**config.mk**
```make
export PLATFORM = sky130hd
export DESIGN_NAME = pixel_demux_window_averager_core
export DESIGN_NICKNAME = d
export VERILOG_FILES = /design/src/sv/pdwa_pkg.sv /design/src/sv/pixel_demux_window_averager_core.sv /design/src/sv/pdwa_div.sv /design/src/sv/pdwa_scale.sv /design/src/sv/pdwa_seq.sv
export SDC_FILE = /design/constraint.sdc
export NUM_CORES = 2
export LEC_CHECK = 0
export BUFFER_PORTS_ARGS = -buffer_cell sky130_fd_sc_hd__buf_2
export CAP_MARGIN = 0
export CORE_MARGIN = 2
export CORE_UTILIZATION = 30
export DETAILED_ROUTE_END_ITERATION = 6
export PLACE_DENSITY = 0.44
export SLEW_MARGIN = 10
export SYNTH_ARGS = -nofsm -noshare
export SYNTH_HDL_FRONTEND = slang
export SYNTH_SLANG_ARGS = --single-unit
```
**constraint.sdc**
```tcl
create_clock -name clk -period 9.1 [get_ports clk]
set_input_delay 0.455 -clock clk [delete_from_list [all_inputs] [get_ports clk]]
set_output_delay 0.455 -clock clk [all_outputs]
set_load 0.02 [all_outputs]
```
**src/sv/pdwa_pkg.sv**
```systemverilog
// pdwa_pkg: shared constants, configuration layout, sequencer types
// for the pixel demux window averager. no dependencies.
package pdwa_pkg;

  localparam int SAMPLE_BITS    = 16;
  localparam int COUNT_BITS     = 20;
  localparam int SLOT_BITS      = 13;
  localparam int OFFSET_BITS    = 12;
  localparam int WAVE_BITS      = 8;
  localparam int COEF_BITS      = 32;
  localparam int VALUE_BITS     = 48;
  localparam int SUM_BITS       = SAMPLE_BITS + SLOT_BITS;
  localparam int PROD_BITS      = SUM_BITS + COEF_BITS;
  localparam int TOTAL_BITS     = PROD_BITS + 1;
  localparam int CFG_DATA_BITS  = 32;
  localparam int CFG_INDEX_BITS = 3;
  localparam int DIV_CNT_BITS   = $clog2(SUM_BITS + 1);
  localparam int SLOT_MAX       = 4096;

  localparam logic [VALUE_BITS-1:0] VALUE_MAX = {1'b0, {(VALUE_BITS-1){1'b1}}};
  localparam logic [VALUE_BITS-1:0] VALUE_MIN = {1'b1, {(VALUE_BITS-1){1'b0}}};

  typedef enum logic [CFG_INDEX_BITS-1:0] {
    REG_START_SKIP,
    REG_FRAME_SIZE,
    REG_SLOT_LENGTH,
    REG_SLOT_COUNT,
    REG_WINDOW_OFFSET,
    REG_WINDOW_LENGTH,
    REG_GAIN,
    REG_BIAS
  } cfg_reg_t;

  typedef struct packed {
    logic [COUNT_BITS-1:0]  start_skip;
    logic [COUNT_BITS-1:0]  frame_size;
    logic [SLOT_BITS-1:0]   slot_length;
    logic [COUNT_BITS-1:0]  slot_count;
    logic [OFFSET_BITS-1:0] window_offset;
    logic [SLOT_BITS-1:0]   window_length;
    logic [COEF_BITS-1:0]   gain;
    logic [COEF_BITS-1:0]   bias;
  } cfg_t;

  typedef enum logic [2:0] {
    ST_IDLE,
    ST_DIV,
    ST_MUL,
    ST_ADD,
    ST_OUT
  } seq_state_t;

  typedef struct packed {
    logic div_start;
    logic mul_en;
    logic add_en;
    logic out_load;
  } seq_ctl_t;

  typedef struct packed {
    logic [WAVE_BITS-1:0]  wave;
    logic [COUNT_BITS-1:0] pixel;
    logic [COUNT_BITS-1:0] frame;
  } tag_t;

endpackage

```
**src/sv/pixel_demux_window_averager_core.sv**
```systemverilog
// Pixel demux window averager. Samples enter on the input channel (in_valid,
// in_stall, sample, wave_start); wave_start opens a waveform and restarts the
// skip, frame and slot counters. After start_skip samples each frame is cut
// into slots, and the last sample of each slot's window yields one result
// beat on the output channel (out_valid, out_stall, value and indices).
// Configuration is written through cfg_we / cfg_index / cfg_data while idle
// (the user's duty, not enforced by the core). A sample that closes a window
// runs the shared divider (one quotient bit a cycle, then the sign fix), then
// multiply and bias/saturate steps; its result is loaded into the output
// register before the next sample is taken. in_stall is high from the cycle
// after such a sample until its result is written into the output register.
// A result held by out_stall does not block samples that close no window;
// the next result waits in its final step until the output register frees
// up. Reset (rst, synchronous) clears the counters, the sequencer and
// out_valid and restores register defaults.
// depends on pdwa_pkg, pdwa_seq, pdwa_div, pdwa_scale
module pixel_demux_window_averager_core (
  input  logic                                    clk,
  input  logic                                    rst,
  input  logic                                    cfg_we,
  input  logic [pdwa_pkg::CFG_INDEX_BITS-1:0]     cfg_index,
  input  logic [pdwa_pkg::CFG_DATA_BITS-1:0]      cfg_data,
  input  logic                                    in_valid,
  output logic                                    in_stall,
  input  logic signed [pdwa_pkg::SAMPLE_BITS-1:0] sample,
  input  logic                                    wave_start,
  output logic                                    out_valid,
  input  logic                                    out_stall,
  output logic signed [pdwa_pkg::VALUE_BITS-1:0]  value,
  output logic [pdwa_pkg::WAVE_BITS-1:0]          wave_index,
  output logic [pdwa_pkg::COUNT_BITS-1:0]         pixel_index,
  output logic [pdwa_pkg::COUNT_BITS-1:0]         frame_index
);
  import pdwa_pkg::*;

  cfg_t                       cfg;
  seq_ctl_t                   ctl;
  tag_t                       tag;
  logic                       out_free;
  logic                       div_done;
  logic signed [SUM_BITS-1:0] dividend;
  logic signed [SUM_BITS-1:0] quotient;
  logic [VALUE_BITS-1:0]      scaled;

  assign out_free = !out_valid || !out_stall;

  always_ff @(posedge clk) begin
    if (rst) begin
      cfg.start_skip    <= '0;
      cfg.frame_size    <= COUNT_BITS'(1024);
      cfg.slot_length   <= SLOT_BITS'(4);
      cfg.slot_count    <= COUNT_BITS'(256);
      cfg.window_offset <= OFFSET_BITS'(1);
      cfg.window_length <= SLOT_BITS'(2);
      cfg.gain          <= COEF_BITS'(65536);
      cfg.bias          <= '0;
    end else if (cfg_we) begin
      case (cfg_reg_t'(cfg_index))
        REG_START_SKIP:    cfg.start_skip    <= cfg_data[COUNT_BITS-1:0];
        REG_FRAME_SIZE:    cfg.frame_size    <= cfg_data[COUNT_BITS-1:0];
        REG_SLOT_LENGTH:   cfg.slot_length   <= cfg_data[SLOT_BITS-1:0];
        REG_SLOT_COUNT:    cfg.slot_count    <= cfg_data[COUNT_BITS-1:0];
        REG_WINDOW_OFFSET: cfg.window_offset <= cfg_data[OFFSET_BITS-1:0];
        REG_WINDOW_LENGTH: cfg.window_length <= cfg_data[SLOT_BITS-1:0];
        REG_GAIN:          cfg.gain          <= cfg_data[COEF_BITS-1:0];
        REG_BIAS:          cfg.bias          <= cfg_data[COEF_BITS-1:0];
        default: ;
      endcase
    end
  end

  pdwa_seq u_seq (
    .clk        (clk),
    .rst        (rst),
    .cfg        (cfg),
    .in_valid   (in_valid),
    .in_stall   (in_stall),
    .sample     (sample),
    .wave_start (wave_start),
    .out_free   (out_free),
    .div_done   (div_done),
    .ctl        (ctl),
    .dividend   (dividend),
    .tag        (tag)
  );

  pdwa_div u_div (
    .clk      (clk),
    .rst      (rst),
    .start    (ctl.div_start),
    .dividend (dividend),
    .divisor  (cfg.window_length),
    .done     (div_done),
    .quotient (quotient)
  );

  pdwa_scale u_scale (
    .clk      (clk),
    .mul_en   (ctl.mul_en),
    .add_en   (ctl.add_en),
    .quotient (quotient),
    .gain     (cfg.gain),
    .bias     (cfg.bias),
    .scaled   (scaled)
  );

  always_ff @(posedge clk) begin
    if (rst) begin
      out_valid <= 1'b0;
    end else if (ctl.out_load) begin
      out_valid <= 1'b1;
    end else if (!out_stall) begin
      out_valid <= 1'b0;
    end
  end

  always_ff @(posedge clk) begin
    if (ctl.out_load) begin
      value       <= signed'(scaled);
      wave_index  <= tag.wave;
      pixel_index <= tag.pixel;
      frame_index <= tag.frame;
    end
  end

endmodule

```
**src/sv/pdwa_div.sv**
```systemverilog
// pdwa_div: iterative signed divider, one quotient bit per cycle,
// then a sign fix step. depends on pdwa_pkg.
module pdwa_div (
  input  logic                                 clk,
  input  logic                                 rst,
  input  logic                                 start,
  input  logic signed [pdwa_pkg::SUM_BITS-1:0] dividend,
  input  logic [pdwa_pkg::SLOT_BITS-1:0]       divisor,
  output logic                                 done,
  output logic signed [pdwa_pkg::SUM_BITS-1:0] quotient
);
  import pdwa_pkg::*;

  logic                    busy;
  logic [DIV_CNT_BITS-1:0] cnt;
  logic                    neg;
  logic [SUM_BITS-1:0]     quo;
  logic [SLOT_BITS-1:0]    rem;
  logic [SLOT_BITS:0]      trial;
  logic                    fits;
  logic [SLOT_BITS-1:0]    rem_next;
  logic [SUM_BITS-1:0]     quo_next;
  logic [SUM_BITS-1:0]     mag;

  assign mag      = dividend[SUM_BITS-1] ? SUM_BITS'(-dividend) : SUM_BITS'(dividend);
  assign trial    = {rem, quo[SUM_BITS-1]};
  assign fits     = trial >= {1'b0, divisor};
  assign rem_next = fits ? SLOT_BITS'(trial - {1'b0, divisor}) : trial[SLOT_BITS-1:0];
  assign quo_next = {quo[SUM_BITS-2:0], fits};
  assign quotient = signed'(quo);

  always_ff @(posedge clk) begin
    if (rst) begin
      busy <= 1'b0;
      done <= 1'b0;
      cnt  <= '0;
    end else begin
      done <= 1'b0;
      if (start) begin
        busy <= 1'b1;
        cnt  <= DIV_CNT_BITS'(SUM_BITS);
      end else if (busy) begin
        if (cnt != '0) begin
          cnt <= cnt - 1'b1;
        end else begin
          busy <= 1'b0;
          done <= 1'b1;
        end
      end
    end
  end

  always_ff @(posedge clk) begin
    if (start) begin
      neg <= dividend[SUM_BITS-1];
      quo <= mag;
      rem <= '0;
    end else if (busy) begin
      if (cnt != '0) begin
        quo <= quo_next;
        rem <= rem_next;
      end else if (neg) begin
        // restore the sign, truncation toward zero
        quo <= SUM_BITS'(-quo);
      end
    end
  end

endmodule

```
**src/sv/pdwa_scale.sv**
```systemverilog
// pdwa_scale: gain multiply and bias add with 48 bit saturation,
// one register per step. depends on pdwa_pkg.
module pdwa_scale (
  input  logic                                   clk,
  input  logic                                   mul_en,
  input  logic                                   add_en,
  input  logic signed [pdwa_pkg::SUM_BITS-1:0]   quotient,
  input  logic [pdwa_pkg::COEF_BITS-1:0]         gain,
  input  logic [pdwa_pkg::COEF_BITS-1:0]         bias,
  output logic [pdwa_pkg::VALUE_BITS-1:0]        scaled
);
  import pdwa_pkg::*;

  logic signed [PROD_BITS-1:0]  product;
  logic signed [TOTAL_BITS-1:0] total;
  logic [TOTAL_BITS-VALUE_BITS:0] upper;
  logic                         in_range;

  assign total    = TOTAL_BITS'(product) + TOTAL_BITS'(signed'(bias));
  assign upper    = total[TOTAL_BITS-1:VALUE_BITS-1];
  assign in_range = (&upper) || ~(|upper);

  always_ff @(posedge clk) begin
    if (mul_en) begin
      product <= PROD_BITS'(quotient) * PROD_BITS'(signed'(gain));
    end
    if (add_en) begin
      if (in_range) begin
        scaled <= total[VALUE_BITS-1:0];
      end else begin
        scaled <= total[TOTAL_BITS-1] ? VALUE_MIN : VALUE_MAX;
      end
    end
  end

endmodule

```
**src/sv/pdwa_seq.sv**
```systemverilog
// pdwa_seq: waveform, frame and slot counters, window sum and the
// sequencer that steps the divider and scaler. depends on pdwa_pkg.
module pdwa_seq (
  input  logic                                  clk,
  input  logic                                  rst,
  input  pdwa_pkg::cfg_t                        cfg,
  input  logic                                  in_valid,
  output logic                                  in_stall,
  input  logic signed [pdwa_pkg::SAMPLE_BITS-1:0] sample,
  input  logic                                  wave_start,
  input  logic                                  out_free,
  input  logic                                  div_done,
  output pdwa_pkg::seq_ctl_t                    ctl,
  output logic signed [pdwa_pkg::SUM_BITS-1:0]  dividend,
  output pdwa_pkg::tag_t                        tag
);
  import pdwa_pkg::*;

  seq_state_t state, state_next;

  logic                       opened;
  logic [WAVE_BITS-1:0]       wave_number;
  logic [COUNT_BITS-1:0]      skip_left;
  logic [COUNT_BITS-1:0]      frame_pos;
  logic [OFFSET_BITS-1:0]     slot_pos;
  logic [COUNT_BITS-1:0]      slot_index;
  logic [COUNT_BITS-1:0]      frame_number;
  logic signed [SUM_BITS-1:0] window_sum;

  logic                       opened_next;
  logic [WAVE_BITS-1:0]       wave_number_next;
  logic [COUNT_BITS-1:0]      skip_left_next;
  logic [COUNT_BITS-1:0]      frame_pos_next;
  logic [OFFSET_BITS-1:0]     slot_pos_next;
  logic [COUNT_BITS-1:0]      slot_index_next;
  logic [COUNT_BITS-1:0]      frame_number_next;
  logic signed [SUM_BITS-1:0] window_sum_next;

  // counter values after an optional waveform restart
  logic [COUNT_BITS-1:0]      skip_b;
  logic [COUNT_BITS-1:0]      fpos_b;
  logic [OFFSET_BITS-1:0]     spos_b;
  logic [COUNT_BITS-1:0]      sidx_b;
  logic [COUNT_BITS-1:0]      fnum_b;
  logic signed [SUM_BITS-1:0] sum_b;

  logic                       accept;
  logic                       emit;
  logic                       active;
  logic                       in_win;
  logic                       win_last;
  logic [OFFSET_BITS-1:0]     win_diff;
  logic [SLOT_BITS-1:0]       slen_eff;
  logic [SLOT_BITS-1:0]       spos_inc;
  logic [COUNT_BITS-1:0]      fpos_inc;
  logic signed [SUM_BITS-1:0] sum_add;

  assign accept   = in_valid && !in_stall;
  assign dividend = sum_add;

  assign slen_eff = (cfg.slot_length == '0 || cfg.slot_length > SLOT_BITS'(SLOT_MAX))
                    ? SLOT_BITS'(SLOT_MAX) : cfg.slot_length;

  always_comb begin
    wave_number_next = wave_number;
    skip_b = skip_left;
    fpos_b = frame_pos;
    spos_b = slot_pos;
    sidx_b = slot_index;
    fnum_b = frame_number;
    sum_b  = window_sum;
    if (wave_start) begin
      if (opened) begin
        wave_number_next = wave_number + 1'b1;
      end
      skip_b = cfg.start_skip;
      fpos_b = '0;
      spos_b = '0;
      sidx_b = '0;
      fnum_b = '0;
      sum_b  = '0;
    end
    opened_next = opened | wave_start;

    active   = sidx_b < cfg.slot_count;
    win_diff = spos_b - cfg.window_offset;
    in_win   = (spos_b >= cfg.window_offset) &&
               ({1'b0, win_diff} < cfg.window_length);
    win_last = {1'b0, win_diff} == SLOT_BITS'(cfg.window_length - 1'b1);
    sum_add  = sum_b + SUM_BITS'(sample);
    spos_inc = {1'b0, spos_b} + 1'b1;
    fpos_inc = fpos_b + 1'b1;

    skip_left_next    = skip_b;
    frame_pos_next    = fpos_b;
    slot_pos_next     = spos_b;
    slot_index_next   = sidx_b;
    frame_number_next = fnum_b;
    window_sum_next   = sum_b;
    emit              = 1'b0;

    if (opened_next) begin
      if (skip_b != '0) begin
        skip_left_next = skip_b - 1'b1;
      end else begin
        if (active) begin
          if (in_win) begin
            window_sum_next = sum_add;
            if (win_last) begin
              emit            = 1'b1;
              window_sum_next = '0;
            end
          end
          if (spos_inc >= slen_eff) begin
            slot_pos_next   = '0;
            slot_index_next = sidx_b + 1'b1;
            window_sum_next = '0;
          end else begin
            slot_pos_next = spos_inc[OFFSET_BITS-1:0];
          end
        end
        frame_pos_next = fpos_inc;
        if (fpos_inc == cfg.frame_size) begin
          frame_pos_next    = '0;
          slot_pos_next     = '0;
          slot_index_next   = '0;
          window_sum_next   = '0;
          frame_number_next = fnum_b + 1'b1;
        end
      end
    end
  end

  always_ff @(posedge clk) begin
    if (rst) begin
      state        <= ST_IDLE;
      opened       <= 1'b0;
      wave_number  <= '0;
      skip_left    <= '0;
      frame_pos    <= '0;
      slot_pos     <= '0;
      slot_index   <= '0;
      frame_number <= '0;
      window_sum   <= '0;
    end else begin
      state <= state_next;
      if (accept) begin
        opened       <= opened_next;
        wave_number  <= wave_number_next;
        skip_left    <= skip_left_next;
        frame_pos    <= frame_pos_next;
        slot_pos     <= slot_pos_next;
        slot_index   <= slot_index_next;
        frame_number <= frame_number_next;
        window_sum   <= window_sum_next;
      end
    end
  end

  always_ff @(posedge clk) begin
    if (accept && emit) begin
      tag.wave  <= wave_number_next;
      tag.pixel <= sidx_b;
      tag.frame <= fnum_b;
    end
  end

  always_comb begin
    state_next = state;
    case (state)
      ST_IDLE: begin
        if (accept && emit) state_next = ST_DIV;
      end
      ST_DIV: begin
        if (div_done) state_next = ST_MUL;
      end
      ST_MUL:  state_next = ST_ADD;
      ST_ADD:  state_next = ST_OUT;
      ST_OUT: begin
        if (out_free) state_next = ST_IDLE;
      end
      default: state_next = ST_IDLE;
    endcase
  end

  always_comb begin
    in_stall      = 1'b1;
    ctl.div_start = 1'b0;
    ctl.mul_en    = 1'b0;
    ctl.add_en    = 1'b0;
    ctl.out_load  = 1'b0;
    case (state)
      ST_IDLE: begin
        in_stall      = 1'b0;
        ctl.div_start = in_valid && emit;
      end
      ST_DIV:  ;
      ST_MUL:  ctl.mul_en = 1'b1;
      ST_ADD:  ctl.add_en = 1'b1;
      ST_OUT:  ctl.out_load = out_free;
      default: ;
    endcase
  end

endmodule

```
==> flow_summary.toml <==
[status]
outcome = "finished clean"

[clocking]
clock_path_buffers = 3
cts_sinks = 599
cts_buffers = 69
cts_hold_buf = 0
root_buffer = "clkbuf_16"
cts_tree = "done"
htreeDepth = 3
insertion_delay_ns = 0.71
path_clk_slew_ns = 0.07

[yosys]
ys_ff_latch = 599
synth_edf_count = 283
avgSynthCellArea_um2 = 8.953
synth-main-ff-cell = "dfxtp_1"
synthSimpleGateAreaFrac = 0.1854
synth_cell_type_count = 96
synth_compound_gate_area_share = 0.1057
synth_xor_area_frac = 0.03750
syn_inst = 7583
ys_seq_area_frac = 0.2184
synth_fa_ha_area_frac = 0.3541
synthMuxAreaShare = 0.01321
synth_nets = 8970
synth_area_um2 = 67890
ys_warn_count = 0
synthArstFlopShare = 0
synth_top_family_by_area = "adder cells"

[grt]
grt_max_degree = 108
antenna_found_initial = 4
overflow = 0
grt_pass1_wl_um = 333000
track_usage = 0.1864
grt_pass1_vias = 54730

[worst_setup_path]
startpoint_type = "register"
startpoint = "cfg[34]"
rr_startpoint = "cfg[34]"
crit_slowest_cell = "dfxtp_1"
cp_common_cell = "fa_1"
crit_path_max_fanout = 17
crit_path_end_kind = "register"
max_stage_delay_ns = 0.99
arrival_ns = 9.09
critical_path_class = "reg -> reg"
cp.required_ns = 9.52

[power_and_ir_drop]
pwr-share-clk = 0.341
finalPower_w = 0.008664
p_leak_nw = 32.94
power_density_nw_per_um2 = 115.8
power.net_switching_w = 0.003037
seq_power_share = 0.340
sw_frac_of_total = 0.3505
combinationalPowerShare = 0.319
p_int_w = 0.005627
peakVddDrop_uv = 115.5

[final_layout]
layout.nets = 8959
synthToLayoutAreaGrowth_pct = 10.20
drive_above_1_share = 0.06934
finalNonFillerCells = 10620
post-route-util = 0.3327

[timing]
tightest_slew_ns = 1.135
rsz0062_at_grt = "no"
slew_violations = 0
setup-violations-final = 0
hold_viol_final = 0
fin_skew_ns = 0.03282
fmax_mhz = 115.4
period_share = 0.9520
tns_ns = 0
period_needed_ns = 8.663
relSlewSlack = 0.2372

[floorplan]
core_um2 = 224900
die_h_um = 479.7
initial_utilization = 0.3019
chipWidth_um = 479.7
io_pins = 155
row_count = 174
die-area_um2 = 230100

[place]
hpwl_um = 166400
portBuffers = 154
place_congestion = 0.8512
place_inst = 10470

[routing]
routedWlPerCell_um = 19.96
via_per_inst = 4.895
drc = 0
totalWireLength_um = 212000
drtIter0Drc = 3212
drtPass1Iterations = 6
routed-via-count = 52000
postRouteAntennaNets = 0

[hold_path]
worstHoldStart = "cfg_data[25]"
hold_path_class = "in -> reg"

[run]
maxCapViolations = 0
[placed cells by master (no fill, tap or decap), types with 44 or more instances in the layout]
cell       Yosys  routed
and2_1       515     515
nor2b_1      125     125
or3_1         44      44
mux2i_1       86      86
nor3_1        98      95
clkbuf_16      0      69
a21oi_1      509     508
xnor2_1      175     175
nand3_1       94      94
a31oi_1       60      60
ha_1         344     344
xor2_1       108     108
o21ai_0      213     213
fa_1         986     986
dfxtp_1      316     311
buf_4          7     176
edfxtp_1     283     283
nand2b_1      63      62
nand4_1       69      69
nor2_1       373     366
inv_1       1099    1099
a21o_1        78      78
and3_1        46      45
buf_2         11     152
nand2_1     1019    1019
[cell families after synthesis]
kind of cell | after synthesis
muxes | 89
adders and majority gates | 1330
DFF | 599
buffers and inverters | 1528
and+or+nand+nor | 2568
xor gates and xnor gates | 286
AOI/OAI and AO/OA | 1183
[registers in the layout (all words and copies together), names as in the netlist, 13 cells and up]
register            cells
cfg                   162
u_scale.product        61
u_scale.scaled         48
u_seq.tag              48
value                  48
u_div.quotient         29
u_seq.window_sum       29
frame_index            20
pixel_index            20
u_seq.frame_number     20
u_seq.frame_pos        20
u_seq.skip_left        20
u_seq.slot_index       20
u_div.rem              13
[per-layer routing]
metal | global-route usage | up-vias | wire, µm
met5 | 0 | - | 0
met4 | 0.04514 | 0 | 4783
met3 | 0.01486 | 220 | 7282
met2 | 0.3191 | 1013 | 102000
met1 | 0.2542 | 26460 | 98010
li1 | - | 24310 | -
[final cells by class]
cell class | count | area, µm²
flip-flops and latches | 599 | 14830
fillers | 23390 | 150100
clock buffers | 95 | 1914
repair buffers | 345 | 2400
diodes | 2 | 5.005
multi-input cells | 5456 | 47320
inverters | 1101 | 4133
clock inverters | 33 | 467.9
well taps | 2992 | 3744
[per-stage QoR]
step	cell area (µm²)	setup slack [ns]	hold slack, ns
finish	74820	0.4365	0.08053
global route	74810	0.0001439	0.05613
CTS	74580	0.06516	0.02316
detailed placement	72200	0.1304	0.4045
global placement	72200	0.2634	0.4039
floorplan	67890	0.8625	0.4003
[path summary, 6_finish.rpt]
| kind | to | slack (ns) | cells after the start |
|---|---|---|---|
| min reg2reg | value[24] | 0.41 | 0 |
| max | u_scale.product[59] | 0.44 | 29 |
| max reg2reg | u_scale.product[59] | 0.44 | 29 |
| min | cfg[57] | 0.08 | 3 |
[repair_timing]
| action | CTS | global route |
|---|---|---|
| resized for setup | 0 | 8 |
| setup endpoints to repair | 0 | 10 |
| setup buffers | 0 | 21 |
[power groups by stage]
| stage | clock network [W] | logic (W) | registers, W |
|---|---|---|---|
| 3_5_place_dp | 0 | 0.00278 | 0.00300 |
| 2_1_floorplan | 0 | 0.00190 | 0.00299 |
| 6_report | 0.00295 | 0.00276 | 0.00295 |
| 4_1_cts | 0.00305 | 0.00279 | 0.00294 |
| 5_1_grt | 0.00314 | 0.00314 | 0.00295 |
| 3_3_place_gp | 0 | 0.00277 | 0.00300 |
[worst max-delay path: cells and delay by family (launching register included)]
| kind | cells | cell delay (ns) |
|---|---|---|
| adder cells (fa/ha/maj) | 9 | 3.94 |
| AO/OA/AOI/OAI | 8 | 1.66 |
| flip-flops | 1 | 0.99 |
| AND/OR/NAND/NOR | 4 | 0.94 |
| buffers and inverters | 7 | 0.74 |
| XOR/XNOR | 1 | 0.10 |
[synthesized netlist by cell type (all sizes together) (69+ instances only)]
library cell,instances,area share
a21o,78,0.0086
a21oi,509,0.038
and2,515,0.047
clkbuf,388,0.022
dfxtp,316,0.093
edfxtp,283,0.13
fa,986,0.29
ha,344,0.063
inv,1100,0.061
mux2i,87,0.013
nand2,1019,0.056
nand3,95,0.0071
nand4,69,0.0064
nor2,374,0.021
nor2b,125,0.012
nor3,101,0.0078
o21ai,243,0.018
xnor2,175,0.023
xor2,108,0.014
Power figures use the tool's default switching activity.
